### config.mk
export PLATFORM = sky130hd
export DESIGN_NAME = i2c_slave_framed_receiver
export DESIGN_NICKNAME = d
export VERILOG_FILES = /design/src/rtl/i2csfr_pkg.sv /design/src/rtl/i2csfr_front.sv /design/src/rtl/i2csfr_queue.sv /design/src/rtl/i2csfr_back.sv /design/src/rtl/i2c_slave_framed_receiver.sv
export SDC_FILE = /design/constraint.sdc
export NUM_CORES = 1
export LEC_CHECK = 0
export ABC_CLOCK_PERIOD_IN_PS = 9200
export BUFFER_PORTS_ARGS = -buffer_cell sky130_fd_sc_hd__buf_2
export CAP_MARGIN = 10
export CORE_MARGIN = 1
export CORE_UTILIZATION = 40
export DETAILED_ROUTE_END_ITERATION = 10
export PLACE_DENSITY = 0.65
export REMOVE_ABC_BUFFERS = 1
export SLEW_MARGIN = 10
export SYNTH_ARGS = -nofsm -noshare
export SYNTH_HDL_FRONTEND = slang
export SYNTH_SLANG_ARGS = --single-unit
### constraint.sdc
create_clock -name aclk -period 9.2 [get_ports aclk]
set_input_delay 0.46 -clock aclk [delete_from_list [all_inputs] [get_ports aclk]]
set_output_delay 0.46 -clock aclk [all_outputs]
set_load 0.01 [all_outputs]
### src/rtl/i2csfr_pkg.sv
`default_nettype none
package i2csfr_pkg;

    typedef enum logic [1:0] {
        MODE_WAIT,
        MODE_ADDR,
        MODE_RECV,
        MODE_SEND
    } bus_mode_t;

    typedef enum logic [1:0] {
        ACK_NONE,
        ACK_PENDING,
        ACK_DRIVE,
        ACK_MASTER
    } ack_phase_t;

    typedef enum logic [1:0] {
        EV_NONE,
        EV_PAYLOAD,
        EV_COMMAND,
        EV_RECONNECT
    } event_t;

    localparam int CFG_INDEX_W = 2;
    localparam logic [CFG_INDEX_W-1:0] REG_SLAVE_ADDRESS = 2'd0;
    localparam logic [CFG_INDEX_W-1:0] REG_ENABLE        = 2'd1;

    localparam logic [7:0] CMD_LENGTH = 8'hFF;
    localparam logic [2:0] BIT_MSB    = 3'd7;

    // one sampled bus cycle after edge classification
    typedef struct packed {
        logic       rise;
        logic       fall;
        logic       start;
        logic       sda;
        logic [7:0] status;
    } line_item_t;

    typedef struct packed {
        logic [6:0] slave_address;
        logic       enable;
    } cfg_t;

endpackage
`default_nettype wire

### src/rtl/i2csfr_front.sv
`default_nettype none
module i2csfr_front
    import i2csfr_pkg::*;
(
    input  wire logic       aclk,
    input  wire logic       aresetn,
    input  wire logic       s_tvalid,
    output logic            s_tready,
    input  wire logic [15:0] s_tdata,
    input  wire logic       queue_full,
    output logic            push,
    output line_item_t      item
);

    logic prev_scl_reg;
    logic prev_sda_reg;
    logic scl;
    logic sda;

    assign scl      = s_tdata[0];
    assign sda      = s_tdata[1];
    assign s_tready = !queue_full;
    assign push     = s_tvalid && s_tready;

    always_comb begin
        item.rise   = !prev_scl_reg && scl;
        item.fall   = prev_scl_reg && !scl;
        item.start  = prev_sda_reg && !sda && scl;
        item.sda    = sda;
        item.status = s_tdata[9:2];
    end

    // line history follows every transfer, enabled or not
    always_ff @(posedge aclk) begin
        if (!aresetn) begin
            prev_scl_reg <= 1'b1;
            prev_sda_reg <= 1'b1;
        end else if (push) begin
            prev_scl_reg <= scl;
            prev_sda_reg <= sda;
        end
    end

endmodule
`default_nettype wire

### src/rtl/i2csfr_queue.sv
`default_nettype none
module i2csfr_queue
    import i2csfr_pkg::*;
(
    input  wire logic  aclk,
    input  wire logic  aresetn,
    input  wire logic  push,
    input  line_item_t din,
    output logic       full,
    input  wire logic  pop,
    output line_item_t dout,
    output logic       empty
);

    line_item_t mem_reg [2];
    logic       wr_ptr_reg;
    logic       rd_ptr_reg;
    logic [1:0] count_reg;

    assign full  = count_reg == 2'd2;
    assign empty = count_reg == 2'd0;
    assign dout  = mem_reg[rd_ptr_reg];

    always_ff @(posedge aclk) begin
        if (push) begin
            mem_reg[wr_ptr_reg] <= din;
        end
    end

    always_ff @(posedge aclk) begin
        if (!aresetn) begin
            wr_ptr_reg <= 1'b0;
            rd_ptr_reg <= 1'b0;
            count_reg  <= 2'd0;
        end else begin
            if (push) begin
                wr_ptr_reg <= !wr_ptr_reg;
            end
            if (pop) begin
                rd_ptr_reg <= !rd_ptr_reg;
            end
            if (push && !pop) begin
                count_reg <= count_reg + 2'd1;
            end else if (pop && !push) begin
                count_reg <= count_reg - 2'd1;
            end
        end
    end

endmodule
`default_nettype wire

### src/rtl/i2csfr_back.sv
`default_nettype none
module i2csfr_back
    import i2csfr_pkg::*;
#(
    parameter int MAX_PAYLOAD = 64
) (
    input  wire logic        aclk,
    input  wire logic        aresetn,
    input  cfg_t             cfg,
    input  line_item_t       item,
    input  wire logic        empty,
    output logic             pop,
    output logic             m_tvalid,
    input  wire logic        m_tready,
    output logic [15:0]      m_tdata,   // [0] sda_drive_low, [8:1] value
    output logic [1:0]       m_tuser,   // [1:0] event_res
    output logic             m_tlast    // last
);

    localparam int IDX_W = $clog2(MAX_PAYLOAD + 1);
    localparam int CMP_W = 9;

    bus_mode_t  mode_reg, mode_next;
    ack_phase_t ack_reg, ack_next;
    logic [7:0] shift_reg, shift_next;
    logic [2:0] bit_reg, bit_next;
    logic [IDX_W-1:0] idx_reg, idx_next;
    logic [7:0] len_reg, len_next;
    logic [7:0] tx_reg, tx_next;

    logic       out_valid_reg;
    logic       drive_reg, drive_next;
    event_t     ev_reg, ev_next;
    logic [7:0] value_reg, value_next;
    logic       last_reg, last_next;

    logic [7:0] shift_in;
    logic       step;

    assign step     = !empty && (!out_valid_reg || m_tready);
    assign pop      = step;
    assign m_tvalid = out_valid_reg;
    assign m_tdata  = {7'd0, value_reg, drive_reg};
    assign m_tuser  = ev_reg;
    assign m_tlast  = last_reg;

    always_comb begin
        shift_in          = shift_reg;
        shift_in[bit_reg] = shift_reg[bit_reg] | item.sda;
    end

    always_comb begin
        mode_next  = mode_reg;
        ack_next   = ack_reg;
        shift_next = shift_reg;
        bit_next   = bit_reg;
        idx_next   = idx_reg;
        len_next   = len_reg;
        tx_next    = tx_reg;
        ev_next    = EV_NONE;
        value_next = 8'd0;
        last_next  = 1'b0;
        drive_next = 1'b0;

        if (!cfg.enable) begin
            mode_next  = MODE_WAIT;
            ack_next   = ACK_NONE;
            shift_next = 8'd0;
            bit_next   = BIT_MSB;
        end else begin
            unique case (mode_reg)
                MODE_WAIT: begin
                    if (item.start) begin
                        mode_next  = MODE_ADDR;
                        ack_next   = ACK_NONE;
                        shift_next = 8'd0;
                        bit_next   = BIT_MSB;
                    end
                end
                MODE_ADDR, MODE_RECV: begin
                    if (ack_reg == ACK_NONE && item.rise) begin
                        shift_next = shift_in;
                        if (bit_reg == 3'd0) begin
                            if (mode_reg == MODE_ADDR) begin
                                if (shift_in[7:1] != cfg.slave_address) begin
                                    mode_next  = MODE_WAIT;
                                    shift_next = 8'd0;
                                    bit_next   = BIT_MSB;
                                end else begin
                                    ack_next = ACK_PENDING;
                                    if (shift_in[0]) begin
                                        mode_next = MODE_SEND;
                                    end
                                end
                            end else begin
                                ack_next = ACK_PENDING;
                            end
                        end else begin
                            bit_next = bit_reg - 3'd1;
                        end
                    end else if (ack_reg == ACK_PENDING && item.fall) begin
                        ack_next = ACK_DRIVE;
                    end else if (ack_reg == ACK_DRIVE && item.fall) begin
                        ack_next   = ACK_NONE;
                        shift_next = 8'd0;
                        bit_next   = BIT_MSB;
                        if (mode_reg == MODE_ADDR) begin
                            mode_next = MODE_RECV;
                            idx_next  = '0;
                        end else if (idx_reg == '0) begin
                            len_next = shift_reg;
                            idx_next = IDX_W'(1);
                        end else if (idx_reg == IDX_W'(1) && len_reg == CMD_LENGTH) begin
                            ev_next    = EV_COMMAND;
                            value_next = shift_reg;
                            mode_next  = MODE_WAIT;
                        end else begin
                            ev_next    = EV_PAYLOAD;
                            value_next = shift_reg;
                            if (CMP_W'(idx_reg) >= CMP_W'(len_reg)) begin
                                last_next = 1'b1;
                                mode_next = MODE_WAIT;
                            end else if (CMP_W'(idx_reg) < CMP_W'(MAX_PAYLOAD)) begin
                                idx_next = idx_reg + IDX_W'(1);
                            end
                        end
                    end
                end
                MODE_SEND: begin
                    if (ack_reg == ACK_PENDING && item.fall) begin
                        ack_next = ACK_DRIVE;
                    end else if (ack_reg == ACK_DRIVE && item.fall) begin
                        tx_next  = item.status;
                        bit_next = BIT_MSB;
                        ack_next = ACK_NONE;
                    end else if (ack_reg == ACK_NONE && item.fall) begin
                        if (bit_reg == 3'd0) begin
                            ack_next = ACK_MASTER;
                        end else begin
                            bit_next = bit_reg - 3'd1;
                        end
                    end else if (ack_reg == ACK_MASTER && item.rise) begin
                        if (item.sda) begin
                            ev_next = EV_RECONNECT;
                        end
                        mode_next  = MODE_WAIT;
                        ack_next   = ACK_NONE;
                        shift_next = 8'd0;
                        bit_next   = BIT_MSB;
                    end
                end
                default: begin
                    mode_next = MODE_WAIT;
                end
            endcase
        end

        if (ack_next == ACK_DRIVE) begin
            drive_next = 1'b1;
        end else if (mode_next == MODE_SEND && ack_next == ACK_NONE) begin
            drive_next = !tx_next[bit_next];
        end
    end

    always_ff @(posedge aclk) begin
        if (!aresetn) begin
            mode_reg  <= MODE_WAIT;
            ack_reg   <= ACK_NONE;
            shift_reg <= 8'd0;
            bit_reg   <= BIT_MSB;
            idx_reg   <= '0;
            len_reg   <= 8'd0;
            tx_reg    <= 8'd0;
        end else if (step) begin
            mode_reg  <= mode_next;
            ack_reg   <= ack_next;
            shift_reg <= shift_next;
            bit_reg   <= bit_next;
            idx_reg   <= idx_next;
            len_reg   <= len_next;
            tx_reg    <= tx_next;
        end
    end

    always_ff @(posedge aclk) begin
        if (!aresetn) begin
            out_valid_reg <= 1'b0;
        end else if (step) begin
            out_valid_reg <= 1'b1;
        end else if (m_tready) begin
            out_valid_reg <= 1'b0;
        end
    end

    always_ff @(posedge aclk) begin
        if (step) begin
            drive_reg <= drive_next;
            ev_reg    <= ev_next;
            value_reg <= value_next;
            last_reg  <= last_next;
        end
    end

    a_disabled_quiet: assert property (@(posedge aclk) disable iff (!aresetn)
        step && !cfg.enable |=> out_valid_reg && ev_reg == EV_NONE && !drive_reg)
        else $error("disabled slave produced an event or drove SDA");

    a_command_ends: assert property (@(posedge aclk) disable iff (!aresetn)
        step && ev_next == EV_COMMAND |=> mode_reg == MODE_WAIT)
        else $error("command byte did not end the transfer");

    a_last_is_payload: assert property (@(posedge aclk) disable iff (!aresetn)
        out_valid_reg && last_reg |-> ev_reg == EV_PAYLOAD)
        else $error("last flag on a non-payload result");

    a_idx_saturates: assert property (@(posedge aclk) disable iff (!aresetn)
        CMP_W'(idx_reg) <= CMP_W'(MAX_PAYLOAD))
        else $error("byte index past saturation limit");

endmodule
`default_nettype wire

### src/rtl/i2c_slave_framed_receiver.sv
// 7-bit I2C slave receiver fed with oversampled bus levels.
// Input stream s_*: one transfer per clock carries the sampled SCL and SDA levels
// and the status byte to return on reads. Output stream m_*: exactly one result
// per input transfer, in order: the SDA pull-down level to apply, an event code
// (tuser: none, payload, command, reconnect), the byte value and tlast on the
// final payload byte of a frame.
// Config channel cfg_*: index 0 = slave address, 1 = enable; always ready.
// Write it only while no results are outstanding.
// An input transfer is first written into the queue; the protocol engine then pops it
// and registers its result in the output register.
// Throughput: one item per cycle sustained while m_tready is high; the front end
// classifies edges, a 2-entry queue feeds the protocol engine, which retires one item
// per cycle into an output register.
// Reset (aresetn low, synchronous) clears the protocol state, disables the slave
// and empties the queue; the line history reads as both lines high.
// When m_tready is low the output register holds; the queue fills, then s_tready
// drops until results are taken again.
`default_nettype none
module i2c_slave_framed_receiver
    import i2csfr_pkg::*;
#(
    parameter int MAX_PAYLOAD = 64
) (
    input  wire logic                   aclk,
    input  wire logic                   aresetn,
    input  wire logic                   s_tvalid,
    output logic                        s_tready,
    input  wire logic [15:0]            s_tdata,   // [0] scl, [1] sda, [9:2] status_byte
    output logic                        m_tvalid,
    input  wire logic                   m_tready,
    output logic [15:0]                 m_tdata,   // [0] sda_drive_low, [8:1] value
    output logic [1:0]                  m_tuser,   // [1:0] event_res
    output logic                        m_tlast,   // last
    input  wire logic                   cfg_valid,
    output logic                        cfg_ready,
    input  wire logic [CFG_INDEX_W-1:0] cfg_index,
    input  wire logic [7:0]             cfg_data
);

    cfg_t       cfg_reg;
    line_item_t front_item;
    line_item_t queue_item;
    logic       push;
    logic       pop;
    logic       full;
    logic       empty;

    assign cfg_ready = 1'b1;

    always_ff @(posedge aclk) begin
        if (!aresetn) begin
            cfg_reg <= '0;
        end else if (cfg_valid && cfg_ready) begin
            unique case (cfg_index)
                REG_SLAVE_ADDRESS: cfg_reg.slave_address <= cfg_data[6:0];
                REG_ENABLE:        cfg_reg.enable        <= cfg_data[0];
                default:           ;
            endcase
        end
    end

    i2csfr_front u_front (
        .aclk       (aclk),
        .aresetn    (aresetn),
        .s_tvalid   (s_tvalid),
        .s_tready   (s_tready),
        .s_tdata    (s_tdata),
        .queue_full (full),
        .push       (push),
        .item       (front_item)
    );

    i2csfr_queue u_queue (
        .aclk    (aclk),
        .aresetn (aresetn),
        .push    (push),
        .din     (front_item),
        .full    (full),
        .pop     (pop),
        .dout    (queue_item),
        .empty   (empty)
    );

    i2csfr_back #(
        .MAX_PAYLOAD (MAX_PAYLOAD)
    ) u_back (
        .aclk     (aclk),
        .aresetn  (aresetn),
        .cfg      (cfg_reg),
        .item     (queue_item),
        .empty    (empty),
        .pop      (pop),
        .m_tvalid (m_tvalid),
        .m_tready (m_tready),
        .m_tdata  (m_tdata),
        .m_tuser  (m_tuser),
        .m_tlast  (m_tlast)
    );

endmodule
`default_nettype wire

==> results of run 1 <==
==> cell families after synthesis <==
| group | after synthesis |
|---|---|
| multiplexers | 45 |
| adder cells (fa/ha/maj) | 17 |
| buffers and inverters | 54 |
| AO/OA/AOI/OAI | 108 |
| flip-flops | 90 |
| AND/OR/NAND/NOR | 192 |
| XOR/XNOR | 13 |
| other | 2 |
==> cells in the mapped netlist, types with 9 or more instances <==
cell      count  share of area [%]
a21oi_1      23                2.3
ha_1         17                4.2
nor2_1       22                1.6
nand3_1      10               0.98
clkbuf_1     14                1.0
o21ai_0      23                2.3
edfxtp_1     36                 21
mux2_2       11                2.4
inv_1        20                1.5
nor2b_1      36                4.4
buf_4         9                1.3
dfxtp_1      54                 21
mux2i_1      27                5.3
nand2_1      36                2.6
and2_1       18                2.2
nor3_1       18                1.8
==> layout make-up <==
cell class	instances	area (um2)	area share, %
clock buffer	9	225	3.97
clock inverter	7	81.3	1.43
inverter	22	82.6	1.46
multi-input combinational	383	2710	47.8
timing repair buffer	39	200	3.53
tap	168	210	3.71
sequential	90	2160	38.1
==> layout by cell type, fill, tap and decap left out, types with 4 or more instances in the layout <==
master,count
and3_1,4
mux4_2,4
o21a_1,5
dfxtp_1,54
mux2i_1,27
and2_1,18
nand2b_1,7
nor2_1,22
nor3b_1,6
nand3_1,10
or3_1,7
a21boi_0,4
edfxtp_1,36
xor2_1,7
mux2_2,11
clkbuf_16,9
xnor2_1,6
nand2_1,36
a211oi_1,7
nor2b_1,36
ha_1,17
o21ai_0,23
inv_6,4
a21oi_1,23
conb_1,8
buf_2,37
nor3_1,18
o211ai_1,6
inv_1,20
a22oi_1,7
==> worst max-delay path, stage by stage, from the launching register on <==
cell and delay [ns]:
dfxtp_1 0.73, inv_1 0.28, ha_1 0.30, nor2b_2 0.21, or3_1 0.35, a211oi_1 0.23, nor3_1 0.07, a2111oi_0 0.48
o21ai_1 0.37, mux4_2 0.52, nor3b_1 0.15, nand4b_1 0.23, o21ai_1 0.15
==> path summary, 6_finish.rpt <==
| path | slack [ns] | cells after the start | to | startpoint |
|---|---|---|---|---|
| worst max-delay path | 4.99 | 12 | u_back.drive_reg$_SDFFCE_PN1P_ | u_back.bit_reg[0]$_SDFFE_PN1P_ |
| worst min register to register | 0.46 | 2 | u_front.prev_sda_reg$_SDFFE_PN1P_ | u_front.prev_sda_reg$_SDFFE_PN1P_ |
| worst min-delay path | 0.30 | 1 | u_queue.mem_reg[0][2]$_DFFE_PP_ | s_tdata[4] |
| worst max register to register | 4.99 | 12 | u_back.drive_reg$_SDFFCE_PN1P_ | u_back.bit_reg[0]$_SDFFE_PN1P_ |
==> per-stage QoR <==
stage	instance area (um2)	hold WS [ns]	util [%]
floorplan	4950	0.431	-
global placement	5360	0.442	43.9
detailed placement	5360	0.452	43.9
CTS	5670	0.293	46.4
global route	5670	0.293	46.4
finish	5670	0.301	46.4
==> layer usage <==
metal,vias to the layer above,wire [um]
met2,92,4870
li1,1921,-
met1,1803,4710
met3,15,421
met5,-,0
met4,0,201
==> where the power goes <==
group	internal (W)	total (W)	leakage, nW	switching, W
sequential	0.000483	0.000547	0.782	0.0000642
clock	0.000216	0.000376	0.153	0.000161
combinational	0.000158	0.000389	1.14	0.000231
==> key figures, run 1 <==
Run status
  – Run status: finished clean

Layout
  – ANT cells: 0
  – Non-filler instance count after layout: 718
  – Fillers: 1,170
  – Flip-flop count of the largest register after layout: 24
  – Area grow syn2layout: 11.0%
  – NumNets Final: 593
  – Ratio of cells with drive above 1 in the final layout: 15.3%

Placed design
  – Placed Cells incl. Taps: 702
  – Final Wtd Congestion: 0.913
  – Post-detail-place hpwl: 7330 um
  – Number of buffers added on ports: 37
  – Place WS: 5.10 ns

Die
  – Chip height: 115 um
  – Starting Density: 41.8%
  – Core area: 12,200 um2
  – IO Count: 53
  – Die span in x: 115 um
  – Die ar.: 13,200 um2
  – Row count: 40

GRT
  – Met1 Usage GRT: 21.2%
  – Grt ovf: 0
  – GRT busiest layer: met2
  – GRT Total Usage: 16.8%
  – Met2 usage: 27.9%
  – Pin count of the biggest net entering global routing: 51
  – Antenna violations before repair: 0
  – Vias in the first global route: 3,711
  – First-pass GRT wire length: 17,600 um
  – GR Layer Usage met3: 3.85%

CTS
  – CTS root buf: clkbuf_16
  – H-Tree Depth: 3
  – CTS tree: yes
  – Worst skew pair latency: 0.34 ns
  – Setup Fix Bufs, Post-CTS: 0
  – Cts hold-fix bufs: 0
  – CTS Buf Count: 9
  – Total clock sinks: 90
  – Maximum buffer depth of the clock tree: 2
  – Clock transition at path regs: 0.07 ns
  – Post-CTS Resized: 0

Drt
  – DRC viols: 0
  – Via count: 3,831
  – DR vias/cell: 5.34
  – First-pass iteration count of the detailed router: 5
  – DR iter-0 viols: 346
  – Antenna-violating nets left: 0
  – WL/cell: 14.2 um
  – Post-Route WL: 10,200 um

Synthesis
  – Syn Area/Cell: 9.80 um2
  – Compound-Gate Fraction of Synth Area: 14.2%
  – Cell variety after synth: 73
  – Synth Cell Area: 5110 um2
  – Warnings from Yosys: 0
  – Seq/Total Area, Yosys: 42.3%
  – Post-synthesis simple-gate area fraction: 21.7%
  – Post-synthesis adder-cell area fraction: 4.16%
  – Synthesized flop and latch total: 90
  – Largest family of logic cells by synthesized area: simple AND/OR/NAND/NOR gates
  – Synth Area in XOR/XNOR: 2.23%
  – Mux cell area share after synthesis: 10.2%
  – Main synth FF type: dfxtp_1
  – Cells after Synth: 521
  – FFs w/ async S/R, synth: 0%
  – EDFF count, synth: 36

Critical path
  – Element type at the critical path start: register
  – WP data required: 9.40 ns
  – WP data arrival: 4.42 ns
  – CP max FO: 19
  – Setup Crit Path Kind: register to register
  – CP Capture Type: register

Timing
  – Setup repair after global routing missed its margin: false
  – Max-Slew Margin vs Limit: 30.3%
  – Fin. Hold Viols: 0
  – Setup TNS: 0 ns
  – Worst-margin pin slew: 1.04 ns
  – Worst-case clock skew: 0.00618 ns
  – Final WS setup: 4.99 ns
  – Final slew viol count: 0
  – Final setup viols: 0
  – Crit path time final: 4.21 ns
  – F_max: 0.237 GHz
  – Final period utilization: 45.8%

Job
  – Max Cap Viol: 0

Power and ir drop
  – Peak supply drop: 0.151 mV
  – PD cells: 231 nW/um2
  – Overall Power: 0.00131 W
  – Pleak: 2.07 nW

Worst hold path
  – Hold Path Class: primary input to register
Note: power is estimated with default switching activity, not from simulation.
==> run 2: changes to the inputs <==
--- a/config.mk
+++ b/config.mk
@@ -5,13 +5,13 @@
 export SDC_FILE = /design/constraint.sdc
 export NUM_CORES = 1
 export LEC_CHECK = 0
-export ABC_CLOCK_PERIOD_IN_PS = 9200
+export ABC_CLOCK_PERIOD_IN_PS = 3650
 export BUFFER_PORTS_ARGS = -buffer_cell sky130_fd_sc_hd__buf_2
 export CAP_MARGIN = 10
 export CORE_MARGIN = 1
 export CORE_UTILIZATION = 40
 export DETAILED_ROUTE_END_ITERATION = 10
-export PLACE_DENSITY = 0.65
+export PLACE_DENSITY = 0.67
 export REMOVE_ABC_BUFFERS = 1
 export SLEW_MARGIN = 10
 export SYNTH_ARGS = -nofsm -noshare
==> constraint.sdc (replaced) <==
create_clock -name aclk -period 3.65 [get_ports aclk]
set_input_delay 0.1825 -clock aclk [delete_from_list [all_inputs] [get_ports aclk]]
set_output_delay 0.1825 -clock aclk [all_outputs]
set_load 0.01 [all_outputs]
==> key figures, run 2 (synthesis results as in run 1) <==
Run status
  – Run status: finished clean

Drt
  – Via count: 3,934
  – WL/cell: 14.3 um
  – DR vias/cell: 5.37
  – DRC viols: 0
  – DR iter-0 viols: 378
  – First-pass iteration count of the detailed router: 5
  – Antenna-violating nets left: 0
  – Post-Route WL: 10,500 um

Timing
  – Worst-margin pin slew: 1.02 ns
  – Final setup viols: 0
  – Final slew viol count: 0
  – Fin. Hold Viols: 0
  – Max-Slew Margin vs Limit: 31.7%
  – Final period utilization: 92.6%
  – Hold WS: 0.0256 ns
  – F_max: 0.296 GHz
  – Crit path time final: 3.38 ns
  – Setup TNS: 0 ns
  – Worst-case clock skew: 0.00485 ns
  – Final WS setup: 0.271 ns
  – Setup repair after global routing missed its margin: false

Job
  – Max Cap Viol: 0

Critical path
  – Element type at the critical path start: register
  – CP cell instances: mux2_1 -> a221o_1 -> mux2i_1 -> or3_1 -> or3_4 -> and3_4 -> or4b_4 -> nor2_8 -> a22o_1 -> and2_1
  – Worst reg-to-reg setup slack: 0.27 ns
  – CP max FO: 10
  – Critical path's top delay family: simple AND/OR/NAND/NOR gates
  – FF-to-FF Start: u_back.bit_reg[1]$_SDFFE_PN1P_
  – Slowest stage cell, crit path: or4b_4
  – Setup Crit Path Kind: register to register
  – WP data arrival: 3.66 ns
  – CP Capture Type: register
  – Crit Reg-Reg Endpoint: u_back.shift_reg[3]$_SDFFE_PN0P_
  – Buf+Inv Stages, Crit Path: 0
  – Reg2reg path depth: 10
  – WP data required: 3.93 ns
  – Crit-path max cell delay: 0.58 ns

Worst hold path
  – Hold Path End: u_queue.mem_reg[1][0]$_DFFE_PP_
  – Hold Crit Start: s_tdata[2]
  – Worst hold path depth: 1
  – Hold Path Class: primary input to register

GRT
  – Grt ovf: 0
  – Vias in the first global route: 3,643
  – Met2 usage: 28.9%
  – Antenna violations before repair: 0
  – GR Layer Usage met3: 3.16%
  – GRT busiest layer: met2
  – Met1 Usage GRT: 21.7%
  – Pin count of the biggest net entering global routing: 51
  – First-pass GRT wire length: 17,700 um
  – GRT Total Usage: 16.9%

Die
  – IO Count: 53
  – Die span in x: 115 um
  – Starting Density: 41.8%
  – Die ar.: 13,200 um2
  – Row count: 40
  – Core area: 12,200 um2
  – Chip height: 115 um

Power and ir drop
  – Overall Power: 0.00342 W
  – Peak supply drop: 0.369 mV
  – Pleak: 2.14 nW
  – PD cells: 590 nW/um2

Placed design
  – Place WS: 0.223 ns
  – Final Wtd Congestion: 0.875
  – Post-detail-place hpwl: 7590 um
  – Number of buffers added on ports: 37

Layout
  – NumNets Final: 607
  – ANT cells: 0
  – Flip-flop count of the largest register after layout: 24
  – Finished Core Util: 47.5%
  – Most frequent cells in the layout: 54 x dfxtp_1, 37 x buf_2, 36 x nand2_1, 36 x nor2b_1, 36 x edfxtp_1
  – Area grow syn2layout: 13.5%
  – Ratio of cells with drive above 1 in the final layout: 17.0%
  – Commonest non-fill, non-tap cell in the layout: dfxtp_1
  – Fillers: 1,182

CTS
  – H-Tree Depth: 3
  – Clock transition at path regs: 0.06 ns
  – CTS root buf: clkbuf_16
  – Worst skew pair latency: 0.34 ns
  – Setup Fix Bufs, Post-CTS: 0
  – Total clock sinks: 90
  – CTS Buf Count: 9
  – Cts hold-fix bufs: 0
  – Maximum buffer depth of the clock tree: 2
  – CTS tree: yes
## run 2: cell types whose count changed in the layout (fill, tap and decap cells not counted), sizes merged
cell | before | now
clkinv | 2 | 4
clkbuf | 9 | 10
buf | 39 | 53
bufinv | 1 | 2
inv | 26 | 22
## run 2: per-layer routing
metal | part of all wire (%) | vias up
met5 | 0 | -
met1 | 44 | 1840
met3 | 4.6 | 19
li1 | - | 1955
met2 | 49 | 120
met4 | 1.4 | 0
## run 2: worst max-delay path by stage
stage	start	to	slack, ns	depth (start not counted)
finish	u_back.bit_reg[1]$_SDFFE_PN1P_	u_back.shift_reg[3]$_SDFFE_PN0P_	0.27	10
global route	u_back.bit_reg[1]$_SDFFE_PN1P_	u_back.drive_reg$_SDFFCE_PN1P_	0.05	13
CTS	u_back.bit_reg[1]$_SDFFE_PN1P_	u_back.drive_reg$_SDFFCE_PN1P_	0.20	10
detailed placement	u_back.bit_reg[1]$_SDFFE_PN1P_	u_back.drive_reg$_SDFFCE_PN1P_	0.22	10
global placement	u_back.bit_reg[1]$_SDFFE_PN1P_	u_back.drive_reg$_SDFFCE_PN1P_	0.27	10
floorplan	u_back.bit_reg[2]$_SDFFE_PN1P_	u_back.shift_reg[3]$_SDFFE_PN0P_	0.23	10
## run 2: power breakdown
group | internal [W] | switching (W)
logic | 0.000454 | 0.000698
registers | 0.00122 | 0.0000779
clock network | 0.000602 | 0.000374
## run 2: what timing repair did
item / in CTS / in global routing
gates resized for setup: 0 / 1
endpoints found under the hold margin: 0 / 0
setup endpoints to repair: 0 / 1
## run 2: cell type report
cell class,instances,area (um2),share of cell area [%]
inverters,22,82.6,1.42
multi-input cells,383,2720,46.9
repair buffers,53,305,5.26
flip-flops and latches,90,2160,37.3
well taps,168,210,3.62
clock inverters,6,90.1,1.55
clock buffers,10,229,3.95
## run 2: metrics by stage
stage | cell area [um2] | std cells
2_1_floorplan | 4950 | 495
3_3_place_gp | 5470 | 716
6_report | 5800 | 732
3_5_place_dp | 5470 | 716
5_1_grt | 5800 | 732
4_1_cts | 5790 | 732
==> run 3: changes to the inputs <==
--- a/config.mk
+++ b/config.mk
@@ -8,8 +8,9 @@
 export ABC_CLOCK_PERIOD_IN_PS = 3650
 export BUFFER_PORTS_ARGS = -buffer_cell sky130_fd_sc_hd__buf_2
 export CAP_MARGIN = 10
-export CORE_MARGIN = 1
+export CORE_MARGIN = 2
 export CORE_UTILIZATION = 40
+export CTS_CLUSTER_SIZE = 16
 export DETAILED_ROUTE_END_ITERATION = 10
 export PLACE_DENSITY = 0.67
 export REMOVE_ABC_BUFFERS = 1
==> key figures, run 3 (synthesis results as in run 1) <==
Timing
  – Worst-margin pin slew: 1.02 ns
  – F_max: 0.294 GHz
  – Fin. Hold Viols: 0
  – Max-Slew Margin vs Limit: 31.7%
  – Crit path time final: 3.40 ns
  – Setup TNS: 0 ns
  – Final period utilization: 93.3%
  – Worst-case clock skew: 0.00715 ns
  – Setup repair after global routing missed its margin: false
  – Final slew viol count: 0
  – Final setup viols: 0

GRT
  – Met1 Usage GRT: 20.6%
  – Pin count of the biggest net entering global routing: 51
  – Met2 usage: 25.9%
  – GR Layer Usage met3: 3.86%
  – Antenna violations before repair: 0
  – GRT busiest layer: met2
  – GRT Total Usage: 15.9%
  – Vias in the first global route: 3,607
  – Grt ovf: 0
  – First-pass GRT wire length: 17,200 um

Critical path
  – Reg2reg path depth: 10
  – Crit Reg-Reg Endpoint: u_back.drive_reg$_SDFFCE_PN1P_
  – WP data required: 3.85 ns
  – CP max FO: 6
  – Worst reg-to-reg setup slack: 0.25 ns
  – Setup Crit Path Kind: register to register
  – Element type at the critical path start: register
  – CP Capture Type: register
  – WP data arrival: 3.60 ns

Die
  – Starting Density: 40.8%
  – IO Count: 53
  – Row count: 41
  – Core area: 12,500 um2
  – Die span in x: 117 um
  – Die ar.: 13,700 um2
  – Chip height: 117 um

Power and ir drop
  – PD cells: 580 nW/um2
  – Peak supply drop: 0.313 mV
  – Overall Power: 0.00336 W
  – Pleak: 2.14 nW

Worst hold path
  – Hold Crit Start: s_tdata[2]
  – Hold Path Class: primary input to register
  – Worst hold path depth: 1
  – Hold Path End: u_queue.mem_reg[0][0]$_DFFE_PP_

Drt
  – WL/cell: 13.7 um
  – Antenna-violating nets left: 0
  – First-pass iteration count of the detailed router: 5
  – Post-Route WL: 10,100 um
  – DR vias/cell: 5.26
  – DR iter-0 viols: 320
  – Via count: 3,874
  – DRC viols: 0

Placed design
  – Post-detail-place hpwl: 7430 um
  – Number of buffers added on ports: 37
  – Final Wtd Congestion: 0.862

CTS
  – Total clock sinks: 90
  – Clock transition at path regs: 0.06 ns
  – Worst skew pair latency: 0.34 ns
  – CTS root buf: clkbuf_16
  – CTS Buf Count: 9
  – Maximum buffer depth of the clock tree: 2
  – H-Tree Depth: 3
  – CTS tree: yes
  – Cts hold-fix bufs: 0

Layout
  – Area grow syn2layout: 13.3%
  – NumNets Final: 607
  – Most frequent cells in the layout: 54 x dfxtp_1, 37 x buf_2, 36 x nand2_1, 36 x nor2b_1, 36 x edfxtp_1
  – Commonest non-fill, non-tap cell in the layout: dfxtp_1
  – Flip-flop count of the largest register after layout: 24
  – Ratio of cells with drive above 1 in the final layout: 17.4%
  – ANT cells: 0
  – Finished Core Util: 46.2%

Run status
  – Run status: finished clean

Job
  – Max Cap Viol: 0
-- run 3: cell count changes in the layout (fill, tap and decap cells not counted), sizes merged --
cell / delta
clkbuf: +1
bufinv: -1
-- run 3: final cells by class --
cell class                 instances  area (um2)
clock buffer                      11         243
clock inverter                     5        63.8
fill                            1193        6730
inverter                          22        82.6
multi-input combinational        383        2720
sequential                        90        2160
tap                              172         215
timing repair buffer              53         305
-- run 3: metal layers --
| metal | share of wire [%] | vias to the layer above | wire length [um] |
|---|---|---|---|
| met2 | 48 | 108 | 4860 |
| met1 | 45 | 1796 | 4550 |
| met3 | 5.2 | 19 | 528 |
| met5 | 0 | - | 0 |
| met4 | 1.7 | 0 | 167 |
| li1 | - | 1951 | - |
-- run 3: critical path, stage by stage, from the launching register on --
cell and delay (ns):
dfxtp_1 0.48, mux2_4 0.38, a221o_1 0.34, mux2i_1 0.14, or3_1 0.37, or3_4 0.37, and3_4 0.21, o41ai_2 0.48
nor3b_1 0.09, nand4b_1 0.24, o21ai_1 0.16
-- run 3: where the power goes --
part | switching [W] | internal [W] | leakage [nW] | total, W
clock | 0.000372 | 0.000555 | 0.152 | 0.000927
combinational | 0.000681 | 0.000455 | 1.21 | 0.00114
sequential | 0.0000791 | 0.00122 | 0.782 | 0.00129
total | 0.00113 | 0.00223 | 2.14 | 0.00336
-- run 3: metrics by stage --
step | hold slack [ns] | instances | cell area (um2) | setup WS (ns)
finish | 0.0241 | 736 | 5790 | 0.246
global route | 0.0167 | 736 | 5790 | 0.00866
CTS | 0.0133 | 736 | 5780 | 0.138
detailed placement | 0.374 | 720 | 5470 | 0.173
global placement | 0.370 | 720 | 5470 | 0.225
floorplan | 0.254 | 495 | 4950 | 0.235
-- run 3: what timing repair did --
action / 4_1_cts / 5_1_grt
endpoints found under the setup margin: 0 / 1
gates resized for setup: 0 / 2
setup buffers: 0 / 0
-- run 3: how the worst max path moves through the flow --
stage                                       endpoint  slack, ns  cells after the start
detailed placement    u_back.drive_reg$_SDFFCE_PN1P_       0.17                     13
global placement      u_back.drive_reg$_SDFFCE_PN1P_       0.22                     13
global route          u_back.drive_reg$_SDFFCE_PN1P_      0.009                     13
floorplan           u_back.shift_reg[3]$_SDFFE_PN0P_       0.23                     10
finish                u_back.drive_reg$_SDFFCE_PN1P_       0.25                     10
CTS                   u_back.drive_reg$_SDFFCE_PN1P_       0.14                     13
